File: src/design/deq_pkg.sv
`timescale 1ns / 1ps
`default_nettype none

package deq_pkg;

   // default sizes
   localparam int DEPTH_DEFAULT     = 1024;
   localparam int WORD_BITS_DEFAULT = 32;

   // field widths
   localparam int FUNC_W   = 3;
   localparam int VALUE_W  = 32;
   localparam int POS_W    = 10;
   localparam int OCC_W    = 11;
   localparam int STATUS_W = 2;

   // operation codes
   localparam logic [FUNC_W-1:0] FUNC_PUSH_BACK  = 3'd0;
   localparam logic [FUNC_W-1:0] FUNC_PUSH_FRONT = 3'd1;
   localparam logic [FUNC_W-1:0] FUNC_POP_BACK   = 3'd2;
   localparam logic [FUNC_W-1:0] FUNC_POP_FRONT  = 3'd3;
   localparam logic [FUNC_W-1:0] FUNC_READ       = 3'd4;
   localparam logic [FUNC_W-1:0] FUNC_WRITE      = 3'd5;

   // status codes
   localparam logic [STATUS_W-1:0] ST_OK    = 2'd0;
   localparam logic [STATUS_W-1:0] ST_FULL  = 2'd1;
   localparam logic [STATUS_W-1:0] ST_EMPTY = 2'd2;
   localparam logic [STATUS_W-1:0] ST_RANGE = 2'd3;

   // what a cell does with its stored entry
   typedef enum logic [1:0] {
      DATA_HOLD,
      DATA_SHIFT_BACK,
      DATA_SHIFT_FRONT,
      DATA_WRITE
   } data_op_type;

   // what a cell does with its read chain stage
   typedef enum logic [1:0] {
      RD_HOLD,
      RD_SNAP,
      RD_SHIFT
   } rd_op_type;

   typedef struct packed {
      data_op_type data_op;
      rd_op_type   rd_op;
   } cell_ctrl_type;

endpackage

`default_nettype wire

File: src/design/deq_cell.sv
`timescale 1ns / 1ps
`default_nettype none

module deq_cell #(
   parameter int WORD_BITS = deq_pkg::WORD_BITS_DEFAULT,
   parameter int IDX_W     = 10,
   parameter int INDEX     = 0
) (
   input  wire                          clock,
   input  wire deq_pkg::cell_ctrl_type  ctrl,
   input  wire [IDX_W-1:0]              target,
   input  wire [WORD_BITS-1:0]          value_word,
   input  wire [WORD_BITS-1:0]          left_data,
   input  wire [WORD_BITS-1:0]          right_data,
   input  wire [WORD_BITS-1:0]          right_rd,
   output logic [WORD_BITS-1:0]         data,
   output logic [WORD_BITS-1:0]         rd
);

   logic [WORD_BITS-1:0] data_ff, data_in;
   logic [WORD_BITS-1:0] rd_ff, rd_in;
   logic                 hit;

   assign hit = (target == IDX_W'(INDEX));

   // entry update: move with its neighbors or take the word when addressed
   always_comb begin
      data_in = data_ff;
      case (ctrl.data_op)
         deq_pkg::DATA_SHIFT_BACK:  data_in = left_data;
         deq_pkg::DATA_SHIFT_FRONT: data_in = right_data;
         deq_pkg::DATA_WRITE:       data_in = hit ? value_word : data_ff;
         default:                   data_in = data_ff;
      endcase
   end

   // read chain stage: copy the entry, then pass words toward the front cell
   always_comb begin
      rd_in = rd_ff;
      case (ctrl.rd_op)
         deq_pkg::RD_SNAP:  rd_in = data_ff;
         deq_pkg::RD_SHIFT: rd_in = right_rd;
         default:           rd_in = rd_ff;
      endcase
   end

   always_ff @(posedge clock) begin
      data_ff <= data_in;
      rd_ff   <= rd_in;
   end

   assign data = data_ff;
   assign rd   = rd_ff;

endmodule

`default_nettype wire

File: config.mk
export PLATFORM = sky130hd
export DESIGN_NAME = deq_cell
export DESIGN_NICKNAME = d
export VERILOG_FILES = /design/src/design/deq_pkg.sv /design/src/design/deq_cell.sv
export SDC_FILE = /design/constraint.sdc
export NUM_CORES = 1
export LEC_CHECK = 0
export BUFFER_PORTS_ARGS = -buffer_cell sky130_fd_sc_hd__buf_2
export CAP_MARGIN = 20
export CORE_UTILIZATION = 39
export CTS_BUF_LIST = sky130_fd_sc_hd__clkbuf_2 sky130_fd_sc_hd__clkbuf_4 sky130_fd_sc_hd__clkbuf_8
export DETAILED_ROUTE_END_ITERATION = 10
export PLACE_DENSITY = 0.83
export SLEW_MARGIN = 20
export SYNTH_ARGS = -nofsm -noshare
export SYNTH_HDL_FRONTEND = slang
export SYNTH_SLANG_ARGS = --single-unit
File: constraint.sdc
create_clock -name clock -period 3.9 [get_ports clock]
set_input_delay 0.195 -clock clock [delete_from_list [all_inputs] [get_ports clock]]
set_output_delay 0.195 -clock clock [all_outputs]
set_load 0.02 [all_outputs]
==> metrics <==
status=finished clean; worst slack, placed=roughly 1.9 ns; worst hold stages=3; Die Span Y=91.8 µm; Worst Hold Path EP=data[15]$_DFFE_PP_; clock buffer depth=2; combinational share of power=0.242; Clock power frac=0.279; Crit path arrival time=1.58 ns; Psw=~0.00053 W; crit-path max FO=34; Syn Inst Count=219; H-tree Lvls=3; RSZ-0062 raised after global routing=false; skew final=0.00591 ns; reg2reg setup slack=2.95 ns; Post-DP Area=~0.0042 mm²; Setup crit start kind=primary input; Ports=207; Layout Nets=570; Sink Count=64; antenna violations before repair=0; setup_tns=0 ns; TritonCTS clock tree=built; initial drt markers=64; Max-Cap Viols=0; largest net degree at the start of global routing=35; TritonCTS Buffers=9; Distinct cells, synth=16; hold buffers post-CTS=0; clock latency reported for the late side of the worst-skew pair=approximately 0.32 ns; antenna-violating nets left=0; total number of yosys warnings=0; Synth area leaders=edfxtp_1 61%, mux2_4 14%, a22oi_1 7.6%; Worst Hold Launch=left_data[15]; number of synthesized flops with an enable pin=64; sequential share of power=0.478; post-cts repair resize count=0; FP Rows=32; Clock transition at path regs=0.07 ns; Area Growth Syn to Fin=38.5%; detailed-route via count=2,553; Main synth FF type=edfxtp_1; min cycle time layout=between 1.5 and 2 ns; CP Capture Type=flip-flop; Mapped Area=0.00314 mm²; Slew headroom=0.281; Yosys reg bits=64; DR WL/cell=14.5 µm; peak supply drop=197 µV; global-route wire length before repair=11,900 µm; post-route cell area=0.00435 mm²; Sw Ratio=0.276; PnR worst setup slack=2.26 ns; CP top delay family=buffers and inverters; hold crit path type=in -> reg; Mapped Nets=365; first-pass iteration count of the detailed router=4; Final Wtd Congestion=0.732; routed vias/inst=4.81; Overall Global Routing Usage=0.184; worst reg2reg endpoint=rd[7]$_DFFE_PP_; Final period util=0.421; final hold violation count=0; Post-CTS Setup Bufs=0; fillers=687; crit path cell chain=buf_2, ha_1, buf_4, nand4_1, o21ai_4; die area=0.00842 mm²; vias in the first global route=~2,600; drc violations=0; CP Class=in -> reg; final setup vio count=0; fmax=609 MHz; Yosys top cell by area=edfxtp_1; power density cells=440 mW/mm²; chip width=just over 90 µm; Avg Inst Size Synth=approximately 14 µm²; Critical path buffers and inverters=2; reg2reg start=data[7]$_DFFE_PP_; asr flop ratio synth=0; Slew @ Worst Pin=1.08 ns; share of cells above drive strength 1=0.604; Post-synth top cells=64 x edfxtp_1, 64 x nand2_1, 32 x a22oi_1; IO buf count=206; Pint=roughly 0.0014 W; share of Yosys cell area claimed by the top area cell type=0.611; HPWL Detailed=just under 6000 µm; Worst R2R Path Depth=1; slowest stage delay, CP=0.42 ns; Seq/Total Area, Yosys=0.611; final core utilization=0.560; slowest stage cell, crit path=buf_4; ANT cells=0; root buf cell=clkbuf_8; Initial Utilization=0.405; max-slew violation count=0; WP data required=3.84 ns; core area=between 0.007 and 0.008 mm²; leakage=2.09 nW; Congestion Overflow GR=0; final WL=7690 µm
==> per-stage QoR <==
step	total power, W	hold slack (ns)	instances
5_1_grt	0.00200	0.129	531
4_1_cts	0.00193	0.119	531
6_report	0.00192	0.138	531
3_3_place_gp	0.00138	0.465	515
3_5_place_dp	0.00140	0.465	515
2_1_floorplan	0.00122	0.377	219
==> logic make-up (layout without fill, tap and decap cells) <==
kind of cell | after synthesis | in the layout | synth area share
compound gates | 33 | 33 | 0.0780
flops | 64 | 64 | 0.611
fa+ha+maj | 3 | 3 | 0.0119
simple gates | 69 | 69 | 0.0900
buf+inv | 18 | 228 | 0.0581
mux | 32 | 32 | 0.150
==> how the worst max path moves through the flow <==
| stage | startpoint | end | cells after the start |
|---|---|---|---|
| floorplan | ctrl[2] | data[0]$_DFFE_PP_ | 4 |
| detailed placement | ctrl[0] | rd[12]$_DFFE_PP_ | 5 |
| global route | ctrl[2] | data[4]$_DFFE_PP_ | 5 |
| global placement | ctrl[0] | rd[11]$_DFFE_PP_ | 5 |
| CTS | ctrl[0] | rd[11]$_DFFE_PP_ | 5 |
| finish | ctrl[2] | data[9]$_DFFE_PP_ | 5 |
==> power by group through the flow <==
stage               Clock, W  Sequential [W]  Combinational (W)
floorplan                  0         0.00105           0.000168
global route        0.000578        0.000926           0.000500
CTS                 0.000548        0.000919           0.000468
finish              0.000535        0.000916           0.000465
detailed placement         0        0.000933           0.000467
global placement           0        0.000929           0.000455
==> cell usage in the layout, fill, tap and decap left out, types with 2 or more instances in the layout <==
| master | count |
|---|---|
| buf_2 | 206 |
| inv_1 | 2 |
| mux2_2 | 2 |
| clkinv_2 | 2 |
| nand2_1 | 64 |
| nor4_1 | 2 |
| edfxtp_1 | 64 |
| clkbuf_4 | 2 |
| clkbuf_8 | 9 |
| a22oi_1 | 32 |
| ha_1 | 2 |
| buf_4 | 3 |
| clkinv_1 | 2 |
| mux2_4 | 30 |
==> cell type report <==
| cell class | count | area (µm²) | share of cell area |
|---|---|---|---|
| inverters | 3 | 11.3 | 0.00259 |
| clock buffers | 11 | 139 | 0.0319 |
| clock inverters | 5 | 47.5 | 0.0109 |
| repair buffers | 209 | 1050 | 0.242 |
| well taps | 102 | 128 | 0.0293 |
| multi-input cells | 137 | 1050 | 0.242 |
| flip-flops and latches | 64 | 1920 | 0.442 |
==> metal layers <==
layer,wire (µm),part of all wire,track usage,vias to the layer above
li1,-,-,-,1226
met3,493,0.064,0.0381,18
met2,4010,0.52,0.328,128
met4,196,0.025,0.0872,0
met5,0,0,0,-
met1,2990,0.39,0.210,1181
==> sequential cells by signal, indices dropped and copies added, names as in the netlist <==
signal,flops
data,32
rd,32
(Power assumes the default switching activity.)
